<file path="src/impact_hit_detector_macros.svh">
// assertion helpers for the impact hit detector
`ifndef IMPACT_HIT_DETECTOR_MACROS_SVH
`define IMPACT_HIT_DETECTOR_MACROS_SVH
`ifndef SYNTHESIS
// property checked with reset masked
`define IHD_ASSERT(label, prop, msg) \
  label: assert property (@(posedge clk_i) disable iff (!rst_ni) prop) else $error(msg);
// property checked on every edge, reset included
`define IHD_ASSERT_ALWAYS(label, prop, msg) \
  label: assert property (@(posedge clk_i) prop) else $error(msg);
`else
`define IHD_ASSERT(label, prop, msg)
`define IHD_ASSERT_ALWAYS(label, prop, msg)
`endif
`endif

</file>
<file path="src/ihd_pkg.sv">
package ihd_pkg;

  // history ring and window sizing
  localparam int unsigned HIST_DEPTH     = 64;
  localparam int unsigned HIST_AW        = $clog2(HIST_DEPTH);
  localparam int unsigned SAMPLES_PER_MS = 10;
  localparam int unsigned WIN_W          = $clog2(63 * SAMPLES_PER_MS + 1);
  localparam int unsigned CNT_W          = $clog2(HIST_DEPTH + 1);

  // arithmetic constants
  localparam logic [31:0] MS_PER_MIN    = 32'd60000;
  localparam logic [13:0] TEMPO_SPAN_MS = 14'd10000;
  localparam logic [21:0] TEMPO_NOW_MAX = 22'd3840000;
  localparam logic [9:0]  SCORE_MAX     = 10'd999;
  localparam logic [11:0] PEAK_MAX      = 12'd4095;
  localparam logic [15:0] SAT16         = 16'hFFFF;

  // item kinds
  localparam logic [1:0] KIND_SAMPLE = 2'd0;
  localparam logic [1:0] KIND_START  = 2'd1;
  localparam logic [1:0] KIND_STOP   = 2'd2;
  localparam logic [1:0] KIND_QUERY  = 2'd3;

  // session modes
  localparam logic [2:0] MODE_UNTIMED = 3'd0;
  localparam logic [2:0] MODE_10S     = 3'd1;
  localparam logic [2:0] MODE_20S     = 3'd2;
  localparam logic [2:0] MODE_30S     = 3'd3;
  localparam logic [2:0] MODE_60S     = 3'd4;

  // configuration register indexes
  localparam logic [1:0] REG_THRESHOLD  = 2'd0;
  localparam logic [1:0] REG_LOCKOUT    = 2'd1;
  localparam logic [1:0] REG_SERIES_GAP = 2'd2;
  localparam logic [1:0] REG_WINDOW     = 2'd3;
  localparam int unsigned CFG_W = 14;

  typedef struct packed {
    logic [1:0]  kind;
    logic [31:0] now_ms;
    logic [11:0] sample;
    logic [2:0]  session_mode;
  } in_item_t;

  typedef struct packed {
    logic        running;
    logic [2:0]  mode;
    logic [15:0] remain_ms;
    logic [15:0] hit_count;
    logic [21:0] tempo_now;
    logic [31:0] tempo_average;
    logic [15:0] current_series;
    logic [15:0] longest_series;
    logic [11:0] recent_peak;
    logic [9:0]  recent_score;
    logic [11:0] top_peak;
    logic [9:0]  top_score;
  } out_item_t;

  // session length for a mode
  function automatic logic [15:0] mode_duration(input logic [2:0] m);
    logic [15:0] r;
    case (m)
      MODE_10S: r = 16'd10000;
      MODE_20S: r = 16'd20000;
      MODE_30S: r = 16'd30000;
      MODE_60S: r = 16'd60000;
      default:  r = 16'd0;
    endcase
    return r;
  endfunction

endpackage

</file>
<file path="src/ihd_if.sv">
// input item channel
interface ihd_in_if;
  logic               valid;
  logic               ready;
  ihd_pkg::in_item_t  payload;
  modport source (output valid, output payload, input ready);
  modport sink (input valid, input payload, output ready);
endinterface

// result item channel
interface ihd_out_if;
  logic               valid;
  logic               ready;
  ihd_pkg::out_item_t payload;
  modport source (output valid, output payload, input ready);
  modport sink (input valid, input payload, output ready);
endinterface

</file>
<file path="src/impact_hit_detector.sv">
// Impact hit detector. Items are taken one at a time: a sample, start or stop
// leaves the block ready; a sample that closes a window with a hit runs the
// shared 32-bit divider (one bit per cycle) that scales the score; a query while
// running walks the 64-entry history memory with one registered read per cycle,
// then divides for tempo now (unless its window is empty) and for the average
// (unless there is nothing to average) and loads the output register; when
// stopped, it divides for the average only, unless there is nothing to average.
// A finished result sits in an output register, so new items are accepted
// while it waits; a second query waits only for that register to empty.
`include "impact_hit_detector_macros.svh"

module impact_hit_detector (
  input  logic                 clk_i,
  input  logic                 rst_ni,
  input  logic                 cfg_we_i,
  input  logic [1:0]           cfg_idx_i,
  input  logic [ihd_pkg::CFG_W-1:0] cfg_data_i,
  ihd_in_if.sink               in_i,
  ihd_out_if.source            out_o
);

  localparam logic [2:0] ST_IDLE  = 3'd0;
  localparam logic [2:0] ST_SCORE = 3'd1;
  localparam logic [2:0] ST_WALK  = 3'd2;
  localparam logic [2:0] ST_NOW   = 3'd3;
  localparam logic [2:0] ST_AVG   = 3'd4;
  localparam logic [2:0] ST_OUT   = 3'd5;

  localparam int unsigned AW = ihd_pkg::HIST_AW;
  localparam int unsigned WW = ihd_pkg::WIN_W;
  localparam int unsigned CW = ihd_pkg::CNT_W;
  localparam int unsigned HIST_DEPTH_W = ihd_pkg::HIST_DEPTH;

  // configuration
  logic [11:0] thr_q;
  logic [12:0] lock_q;
  logic [13:0] gap_q;
  logic [5:0]  swin_q;

  // session state
  logic [2:0]  state_q;
  logic        active_q, ever_q;
  logic [2:0]  mode_q;
  logic [31:0] start_q, stop_q, prev_hit_q, blocked_q;
  logic [15:0] dur_q, hits_q, series_q, series_best_q;
  logic [11:0] peak_last_q, peak_best_q, wpeak_q;
  logic [9:0]  score_last_q, score_best_q;
  logic [HIST_DEPTH_W-1:0] hvalid_q;
  logic [AW-1:0] hptr_q;
  logic [WW-1:0] wcnt_q;

  // history memory
  logic [31:0] hist_mem [ihd_pkg::HIST_DEPTH];
  logic [31:0] hist_rdata_q;
  logic        hist_we;

  // pending hit and query
  logic [31:0] hit_now_q;
  logic [11:0] hit_peak_q;
  logic [31:0] qnow_q, qdur_q;
  logic [13:0] qwin_q;
  logic [15:0] qleft_q;
  logic        qactive_q, qavg_zero_q;
  logic [21:0] tnow_q;
  logic [31:0] tavg_q;
  logic [AW:0] walk_q;
  logic [AW-1:0] rd_idx_q;
  logic        rd_pend_q;
  logic [CW-1:0] cnt_q;

  // divider
  logic [31:0] div_num_q, div_den_q, div_rem_q;
  logic [4:0]  div_cnt_q;

  // output register
  logic                out_valid_q;
  ihd_pkg::out_item_t  out_q;

  ihd_pkg::in_item_t in_item;
  logic in_acc;
  assign in_item = in_i.payload;
  assign in_i.ready = (state_q == ST_IDLE);
  assign in_acc = in_i.valid && in_i.ready;
  assign out_o.valid = out_valid_q;
  assign out_o.payload = out_q;

  // divider step
  logic [32:0] div_tmp;
  logic        div_ge;
  logic [31:0] div_rem_n, div_num_n;
  logic        div_last;
  always_comb begin
    div_tmp   = {div_rem_q, div_num_q[31]};
    div_ge    = div_tmp >= {1'b0, div_den_q};
    div_rem_n = div_ge ? 32'(div_tmp - {1'b0, div_den_q}) : div_tmp[31:0];
    div_num_n = {div_num_q[30:0], div_ge};
    div_last  = &div_cnt_q;
  end

  // window and hit decision on a sample
  logic [5:0]    win_ms;
  logic [WW-1:0] win_len, wcnt_n;
  logic [11:0]   wpeak_n;
  logic          win_done, expired, lock_ok, hit;
  logic [31:0]   el_now, lock_d;
  always_comb begin
    win_ms   = (swin_q == 6'd0) ? 6'd1 : swin_q;
    win_len  = WW'(win_ms * ihd_pkg::SAMPLES_PER_MS);
    wpeak_n  = (in_item.sample > wpeak_q) ? in_item.sample : wpeak_q;
    wcnt_n   = WW'(wcnt_q + 1'b1);
    win_done = wcnt_n >= win_len;
    el_now   = in_item.now_ms - start_q;
    expired  = (dur_q != 16'd0) && (el_now >= {16'd0, dur_q});
    lock_d   = in_item.now_ms - blocked_q;
    lock_ok  = (hits_q == 16'd0) || ((lock_d != 32'd0) && !lock_d[31]);
    hit      = win_done && (wpeak_n > thr_q) && lock_ok;
  end

  // query figures
  logic [31:0] q_end, q_dur;
  logic [13:0] q_win;
  logic [15:0] q_left;
  always_comb begin
    q_win  = (el_now < {18'd0, ihd_pkg::TEMPO_SPAN_MS}) ? el_now[13:0]
                                                        : ihd_pkg::TEMPO_SPAN_MS;
    q_left = 16'd0;
    if (active_q && dur_q != 16'd0 && el_now < {16'd0, dur_q}) begin
      q_left = 16'(dur_q - el_now[15:0]);
    end
    q_end = active_q ? in_item.now_ms : stop_q;
    q_dur = q_end - start_q;
  end

  // hit bookkeeping at the end of the score division
  logic [9:0]  score_n;
  logic [15:0] series_n;
  logic [31:0] hit_gap;
  always_comb begin
    score_n  = (div_num_n > {22'd0, ihd_pkg::SCORE_MAX}) ? ihd_pkg::SCORE_MAX
                                                         : div_num_n[9:0];
    hit_gap  = hit_now_q - prev_hit_q;
    series_n = 16'd1;
    if (hits_q != 16'd0 && hit_gap <= {18'd0, gap_q}) begin
      series_n = (series_q == ihd_pkg::SAT16) ? series_q : 16'(series_q + 1'b1);
    end
    hist_we  = (state_q == ST_SCORE) && div_last;
  end

  // history walk counting
  logic          rd_in_win;
  logic [CW-1:0] cnt_n;
  logic [31:0]   age;
  always_comb begin
    age       = qnow_q - hist_rdata_q;
    rd_in_win = rd_pend_q && hvalid_q[rd_idx_q] && (age <= {18'd0, qwin_q});
    cnt_n     = rd_in_win ? CW'(cnt_q + 1'b1) : cnt_q;
  end

  // history memory ports
  always_ff @(posedge clk_i) begin
    if (hist_we) begin
      hist_mem[hptr_q] <= hit_now_q;
    end
    hist_rdata_q <= hist_mem[walk_q[AW-1:0]];
  end

  // sequencer
  always_ff @(posedge clk_i or negedge rst_ni) begin
    if (!rst_ni) begin
      thr_q <= 12'd1200; lock_q <= 13'd120; gap_q <= 14'd600; swin_q <= 6'd8;
      state_q <= ST_IDLE; active_q <= 1'b0; ever_q <= 1'b0; mode_q <= 3'd0;
      start_q <= '0; stop_q <= '0; prev_hit_q <= '0; blocked_q <= '0;
      dur_q <= '0; hits_q <= '0; series_q <= '0; series_best_q <= '0;
      peak_last_q <= '0; peak_best_q <= '0; wpeak_q <= '0;
      score_last_q <= '0; score_best_q <= '0; hvalid_q <= '0; hptr_q <= '0;
      wcnt_q <= '0; hit_now_q <= '0; hit_peak_q <= '0; qnow_q <= '0;
      qdur_q <= '0; qwin_q <= '0; qleft_q <= '0; qactive_q <= 1'b0;
      qavg_zero_q <= 1'b0; tnow_q <= '0; tavg_q <= '0; walk_q <= '0;
      rd_idx_q <= '0; rd_pend_q <= 1'b0; cnt_q <= '0;
      div_num_q <= '0; div_den_q <= '0; div_rem_q <= '0; div_cnt_q <= '0;
      out_valid_q <= 1'b0; out_q <= '0;
    end else begin
      // configuration writes
      if (cfg_we_i) begin
        case (cfg_idx_i)
          ihd_pkg::REG_THRESHOLD:  thr_q  <= cfg_data_i[11:0];
          ihd_pkg::REG_LOCKOUT:    lock_q <= cfg_data_i[12:0];
          ihd_pkg::REG_SERIES_GAP: gap_q  <= cfg_data_i[13:0];
          ihd_pkg::REG_WINDOW:     swin_q <= cfg_data_i[5:0];
          default: ;
        endcase
      end

      // result taken, unless a new one is loaded in the same cycle
      if (out_valid_q && out_o.ready && (state_q != ST_OUT)) begin
        out_valid_q <= 1'b0;
      end

      case (state_q)
        ST_IDLE: begin
          if (in_acc) begin
            case (in_item.kind)
              ihd_pkg::KIND_SAMPLE: begin
                if (active_q) begin
                  if (expired) begin
                    active_q <= 1'b0;
                    stop_q   <= in_item.now_ms;
                  end else begin
                    wpeak_q <= win_done ? 12'd0 : wpeak_n;
                    wcnt_q  <= win_done ? '0 : wcnt_n;
                    if (hit) begin
                      hit_peak_q <= wpeak_n;
                      hit_now_q  <= in_item.now_ms;
                      div_num_q  <= {10'd0, 22'(wpeak_n - thr_q) * 22'(ihd_pkg::SCORE_MAX)};
                      div_den_q  <= {20'd0, 12'(ihd_pkg::PEAK_MAX - thr_q)};
                      div_rem_q  <= '0;
                      div_cnt_q  <= '0;
                      state_q    <= ST_SCORE;
                    end
                  end
                end
              end
              ihd_pkg::KIND_START: begin
                if (in_item.session_mode <= ihd_pkg::MODE_60S) begin
                  mode_q <= in_item.session_mode;
                  dur_q  <= ihd_pkg::mode_duration(in_item.session_mode);
                  start_q <= in_item.now_ms; stop_q <= '0;
                  hits_q <= '0; prev_hit_q <= '0; blocked_q <= '0;
                  series_q <= '0; series_best_q <= '0;
                  peak_last_q <= '0; score_last_q <= '0;
                  peak_best_q <= '0; score_best_q <= '0;
                  hvalid_q <= '0; hptr_q <= '0; wpeak_q <= '0; wcnt_q <= '0;
                  active_q <= 1'b1; ever_q <= 1'b1;
                end
              end
              ihd_pkg::KIND_STOP: begin
                active_q <= 1'b0;
                stop_q   <= in_item.now_ms;
              end
              default: begin
                qnow_q      <= in_item.now_ms;
                qwin_q      <= q_win;
                qleft_q     <= q_left;
                qdur_q      <= q_dur;
                qactive_q   <= active_q;
                qavg_zero_q <= (hits_q == 16'd0) || !ever_q || (q_dur == 32'd0);
                if (active_q) begin
                  walk_q    <= '0;
                  rd_pend_q <= 1'b0;
                  cnt_q     <= '0;
                  state_q   <= ST_WALK;
                end else if ((hits_q == 16'd0) || !ever_q || (q_dur == 32'd0)) begin
                  tavg_q  <= '0;
                  tnow_q  <= '0;
                  state_q <= ST_OUT;
                end else begin
                  div_num_q <= 32'(hits_q * ihd_pkg::MS_PER_MIN);
                  div_den_q <= q_dur;
                  div_rem_q <= '0;
                  div_cnt_q <= '0;
                  state_q   <= ST_AVG;
                end
              end
            endcase
          end
        end

        ST_SCORE: begin
          div_num_q <= div_num_n; div_rem_q <= div_rem_n;
          div_cnt_q <= 5'(div_cnt_q + 1'b1);
          if (div_last) begin
            if (hits_q != ihd_pkg::SAT16) hits_q <= 16'(hits_q + 1'b1);
            series_q <= series_n;
            if (series_n > series_best_q) series_best_q <= series_n;
            prev_hit_q   <= hit_now_q;
            blocked_q    <= hit_now_q + {19'd0, lock_q};
            peak_last_q  <= hit_peak_q;
            score_last_q <= score_n;
            if (hit_peak_q > peak_best_q) peak_best_q <= hit_peak_q;
            if (score_n > score_best_q) score_best_q <= score_n;
            hvalid_q[hptr_q] <= 1'b1;
            hptr_q  <= (32'(hptr_q) + 32'd1 >= ihd_pkg::HIST_DEPTH) ? '0
                                                                  : AW'(hptr_q + 1'b1);
            state_q <= ST_IDLE;
          end
        end

        ST_WALK: begin
          cnt_q     <= cnt_n;
          rd_idx_q  <= walk_q[AW-1:0];
          rd_pend_q <= 32'(walk_q) < ihd_pkg::HIST_DEPTH;
          if (32'(walk_q) < ihd_pkg::HIST_DEPTH) walk_q <= (AW+1)'(walk_q + 1'b1);
          if (32'(walk_q) == ihd_pkg::HIST_DEPTH && rd_pend_q) begin
            if (qwin_q == 14'd0) begin
              tnow_q <= '0;
              if (qavg_zero_q) begin
                tavg_q  <= '0;
                state_q <= ST_OUT;
              end else begin
                div_num_q <= 32'(hits_q * ihd_pkg::MS_PER_MIN);
                div_den_q <= qdur_q;
                div_rem_q <= '0; div_cnt_q <= '0;
                state_q   <= ST_AVG;
              end
            end else begin
              div_num_q <= 32'(cnt_n * ihd_pkg::MS_PER_MIN);
              div_den_q <= {18'd0, qwin_q};
              div_rem_q <= '0; div_cnt_q <= '0;
              state_q   <= ST_NOW;
            end
          end
        end

        ST_NOW: begin
          if (div_last) begin
            tnow_q <= div_num_n[21:0];
            if (qavg_zero_q) begin
              tavg_q  <= '0;
              state_q <= ST_OUT;
            end else begin
              div_num_q <= 32'(hits_q * ihd_pkg::MS_PER_MIN);
              div_den_q <= qdur_q;
              div_rem_q <= '0; div_cnt_q <= '0;
              state_q   <= ST_AVG;
            end
          end else begin
            div_num_q <= div_num_n; div_rem_q <= div_rem_n;
            div_cnt_q <= 5'(div_cnt_q + 1'b1);
          end
        end

        ST_AVG: begin
          div_num_q <= div_num_n; div_rem_q <= div_rem_n;
          div_cnt_q <= 5'(div_cnt_q + 1'b1);
          if (div_last) begin
            tavg_q <= div_num_n;
            if (!qactive_q) begin
              tnow_q <= (div_num_n > {10'd0, ihd_pkg::TEMPO_NOW_MAX})
                        ? ihd_pkg::TEMPO_NOW_MAX : div_num_n[21:0];
            end
            state_q <= ST_OUT;
          end
        end

        ST_OUT: begin
          if (!out_valid_q || out_o.ready) begin
            out_valid_q          <= 1'b1;
            out_q.running        <= qactive_q;
            out_q.mode           <= mode_q;
            out_q.remain_ms      <= qleft_q;
            out_q.hit_count      <= hits_q;
            out_q.tempo_now      <= tnow_q;
            out_q.tempo_average  <= tavg_q;
            out_q.current_series <= series_q;
            out_q.longest_series <= series_best_q;
            out_q.recent_peak    <= peak_last_q;
            out_q.recent_score   <= score_last_q;
            out_q.top_peak       <= peak_best_q;
            out_q.top_score      <= score_best_q;
            state_q              <= ST_IDLE;
          end
        end

        default: state_q <= ST_IDLE;
      endcase
    end
  end

  // checks
  `IHD_ASSERT(busy_blocks_input, (state_q != ST_IDLE) |-> !in_i.ready, "input taken while busy")
  `IHD_ASSERT(div_den_nonzero, ((state_q == ST_SCORE) || (state_q == ST_NOW) || (state_q == ST_AVG)) |-> (div_den_q != 32'd0), "division by zero")
  `IHD_ASSERT(best_score_range, (score_best_q <= ihd_pkg::SCORE_MAX) && (score_last_q <= ihd_pkg::SCORE_MAX), "score out of range")
  `IHD_ASSERT_ALWAYS(walk_bound, 32'(walk_q) <= ihd_pkg::HIST_DEPTH, "history walk overran")

endmodule

</file>
<file path="src/flat_wrapper.sv">
// flat-port wrapper written by rule: the top's interface ports become plain ports
module impact_hit_detector_flat 
  (clk_i, rst_ni, cfg_we_i, cfg_idx_i, cfg_data_i, in_i_valid, in_i_payload, in_i_ready, out_o_valid, out_o_payload, out_o_ready);
  ihd_in_if in_i_i ();
  ihd_out_if out_o_i ();
  input  logic clk_i;
  input  logic rst_ni;
  input  logic cfg_we_i;
  input  logic [1:0] cfg_idx_i;
  input  logic [ihd_pkg::CFG_W-1:0] cfg_data_i;
  input wire logic [$bits(in_i_i.valid)-1:0] in_i_valid;
  input wire logic [$bits(in_i_i.payload)-1:0] in_i_payload;
  output wire logic [$bits(in_i_i.ready)-1:0] in_i_ready;
  output wire logic [$bits(out_o_i.valid)-1:0] out_o_valid;
  output wire logic [$bits(out_o_i.payload)-1:0] out_o_payload;
  input wire logic [$bits(out_o_i.ready)-1:0] out_o_ready;
  assign in_i_i.valid = in_i_valid;
  assign in_i_i.payload = in_i_payload;
  assign in_i_ready = in_i_i.ready;
  assign out_o_valid = out_o_i.valid;
  assign out_o_payload = out_o_i.payload;
  assign out_o_i.ready = out_o_ready;
  impact_hit_detector u_core (.clk_i(clk_i), .rst_ni(rst_ni), .cfg_we_i(cfg_we_i), .cfg_idx_i(cfg_idx_i), .cfg_data_i(cfg_data_i), .in_i(in_i_i), .out_o(out_o_i));
endmodule
</file>
<file path="config.mk">
export PLATFORM = sky130hd
export DESIGN_NAME = impact_hit_detector_flat
export DESIGN_NICKNAME = d
export VERILOG_FILES = /design/src/ihd_pkg.sv /design/src/ihd_if.sv /design/src/impact_hit_detector.sv /design/src/flat_wrapper.sv
export VERILOG_INCLUDE_DIRS = /design/src /design/src/src
export SDC_FILE = /design/constraint.sdc
export NUM_CORES = 2
export LEC_CHECK = 0
export BUFFER_PORTS_ARGS = -buffer_cell sky130_fd_sc_hd__buf_2
export CORE_MARGIN = 2
export CORE_UTILIZATION = 64
export DETAILED_ROUTE_END_ITERATION = 6
export PLACE_DENSITY_LB_ADDON = 0.15
export SETUP_SLACK_MARGIN = 0.1
export SYNTH_ARGS = -nofsm -noshare
export SYNTH_HDL_FRONTEND = slang
export SYNTH_SLANG_ARGS = --single-unit
</file>
<file path="constraint.sdc">
create_clock -name clk_i -period 20.1 [get_ports clk_i]
set_input_delay 1.005 -clock clk_i [delete_from_list [all_inputs] [get_ports clk_i]]
set_output_delay 1.005 -clock clk_i [all_outputs]
set_load 0.02 [all_outputs]
</file>
==> flow_metrics.py <==
metrics = {
    "outcome": {
        "status": "completed",
    },
    "synthesis": {
        "syn_inst": 9394,
        "synth.net_count": 10145,
        "synth_edf_count": 2048,
        "synth-async-reset-ratio": 0.2916,
        "synth-main-ff-cell": "edfxtp_1",
        "syn_avg_cell_area_um2": 14.70,
        "seq_area_frac_synth": 0.6053,
        "yosysUniqueCellTypes": 90,
        "yosysTopAreaCellShare": 0.4454,
        "syn_area_mm2": 0.1381,
        "yosys.area.top_type": "edfxtp_1",
        "ys_seq_elements": 2936,
        "yosys_warnings": 0,
        "synth.top_cells.by_area": "edfxtp_1 45%, dfrtp_1 15%, mux4_2 11%",
    },
    "worst_setup_path": {
        "crit_type": "reg2reg",
        "crit_path_start_kind": "flop",
        "cp_top_family": "compound AO/OA/AOI/OAI gates",
        "cp_slowest_cell": "xor2_1",
        "cp_max_fo": 6,
        "critPathCaptureType": "flop",
        "cpMostUsedCell": "a21o_1",
        "cp.required_ns": 20.88,
        "critPathMaxStageDelay_ns": 0.72,
        "crit_buf_inv": 6,
        "worst-endpoint-arrival_ns": 10.65,
    },
    "die": {
        "rows": 170,
        "core-area_mm2": 0.2146,
        "die_x_um": 468.5,
        "die_h_um": 468.5,
        "dieArea_mm2": 0.2195,
        "ios": 238,
        "initial_core_util": 0.6434,
    },
    "sta": {
        "worst_pin_slew_ns": 1.218,
        "setup_viol": 0,
        "tns_ns": 0,
        "drv_slew": 0,
        "skew_ns": 0.08640,
        "timing_hold_violations_final": 0,
        "maxClockFrequency_ghz": 0.1013,
        "relSlewSlack": 0.1880,
        "fin_crit_sh": 0.4912,
        "fin_ws_ns": 10.23,
        "rsz0062_at_grt": "no",
        "layout_min_cycle_time_ns": 9.873,
    },
    "routing": {
        "routed_wl_um": 397900,
        "drt_iter0_markers": 11044,
        "avgRoutedWirePerCell_um": 31.09,
        "vias": 86505,
        "vias_per_cell": 6.760,
        "drtPass1Iterations": 6,
        "drc": 0,
        "ant_nets": 0,
    },
    "final_layout": {
        "fill_cells": 13486,
        "final_common_cell": "edfxtp_1",
        "layout_common_cells": "2,048 x edfxtp_1, 804 x dfrtp_1, 713 x nand2_1",
        "multiInputGateArea_mm2": 0.05106,
        "register_area_mm2": 0.08364,
        "stdcell_area_mm2": 0.1534,
        "fin_nets": 10462,
        "drive_gt1_frac": 0.2047,
        "syn_to_final_growth_pct": 11.09,
        "post-route-util": 0.7147,
    },
    "place": {
        "dpl_cell_area_mm2": 0.1433,
        "dp_slack_ns": 9.484,
        "portBuffers": 237,
        "dp_hpwl_um": 240100,
        "gp_congestion": 0.9291,
    },
    "clock_tree": {
        "cts_setup_buffers": 0,
        "numCtsBuffers": 316,
        "htree_levels": 5,
        "insertion_delay_ns": 0.98,
        "cts_hold_buffers": 0,
        "cts_tree": "built",
        "cts_root_buf": "clkbuf_16",
        "cts.reportedPaths.clkPinSlew_ns": 0.07,
        "clock_path_buffers": 4,
        "ctsResizeCount": 0,
        "cts.sinks": 2936,
    },
    "grt": {
        "grt_max_degree": 183,
        "track_usage": 0.3671,
        "antenna_found_initial": 36,
        "overflow": 0,
        "grt_pass1_wl_um": 587500,
        "grt_pass1_vias": 87845,
    },
    "job": {
        "drv_cap": 0,
    },
    "min_path": {
        "hold_path.class": "in2async",
    },
}
==> cell usage after synthesis, drive strengths merged (86+ instances only) <==
cell type	n
a21o	143
dfrtp	843
o21a	86
o21ai	438
nor3	90
nor2	438
mux2i	91
clkbuf	336
xnor2	188
xor2	96
inv	637
nand3	118
ha	526
edfxtp	2048
mux2	292
fa	155
mux4	693
nand2	716
a21oi	316
==> metal layers <==
metal  up-vias  track usage  share of wire
met5         -            0        0.00043
met4        26       0.1624          0.050
met3      1037      0.07189          0.094
met2      5056       0.5966           0.49
met1     44131       0.4869           0.37
li1      36255            -              -
==> worst paths after layout <==
path | from | to | slack (ns) | cells past startpoint
worst max-delay path | u_core.wpeak_q[5]$_DFFE_PN0P_ | u_core.div_num_q[21]$_DFFE_PN0P_ | 10.23 | 42
max in group asynchronous | rst_ni | u_core.hvalid_q[57]$_DFFE_PN0P_ | 15.98 | 5
worst min register to register | u_core.stop_q[7]$_DFFE_PN0P_ | u_core.stop_q[7]$_DFFE_PN0P_ | 0.47 | 2
worst min-delay path | rst_ni | u_core.div_rem_q[22]$_DFFE_PN0P_ | 0.06 | 1
min in group clk_i | cfg_data_i[10] | u_core.thr_q[10]$_DFFE_PN1P_ | 0.37 | 3
worst max register to register | u_core.wpeak_q[5]$_DFFE_PN0P_ | u_core.div_num_q[21]$_DFFE_PN0P_ | 10.23 | 42
==> metrics by stage <==
step           instances  hold WS, ns
2_1_floorplan       9394       0.4402
4_1_cts            12779      0.05582
3_5_place_dp       12231       0.4641
5_1_grt            12780       0.1014
6_report           12797      0.06451
3_3_place_gp       12231       0.4572
==> final cells by class <==
class,instances,share of cell area
timing repair buffer,415,0.01700
tap,2838,0.02315
antenna,18,0.0002936
sequential,2936,0.5452
clock inverter,143,0.009625
clock buffer,405,0.05619
multi-input combinational,5402,0.3329
inverter,640,0.01566
==> sequential cells by signal, indices dropped and copies added (netlist names), 32 cells and up <==
register and count:
u_core.hist_mem 2048, u_core.prev_hit_q 32, u_core.tavg_q 32, u_core.hit_now_q 32, u_core.start_q 32, u_core.hvalid_q 64, u_core.div_num_q 32, u_core.hist_rdata_q 32
u_core.qnow_q 32, u_core.qdur_q 32, u_core.blocked_q 32, u_core.stop_q 32, u_core.div_den_q 32, u_core.out_o.payload 166, u_core.div_rem_q 32
==> cell families after synthesis <==
logic type	count (synthesis)	share of synthesized area
buf+inv	1056	0.02929
compound gates	1556	0.07379
mux	1076	0.1434
simple gates	1805	0.06008
fa+ha+maj	681	0.07013
xor+xnor	284	0.01801
flops	2936	0.6053
Power is not shown: default switching activity piles up to over one toggle a cycle in this logic, so the estimate is an artifact.
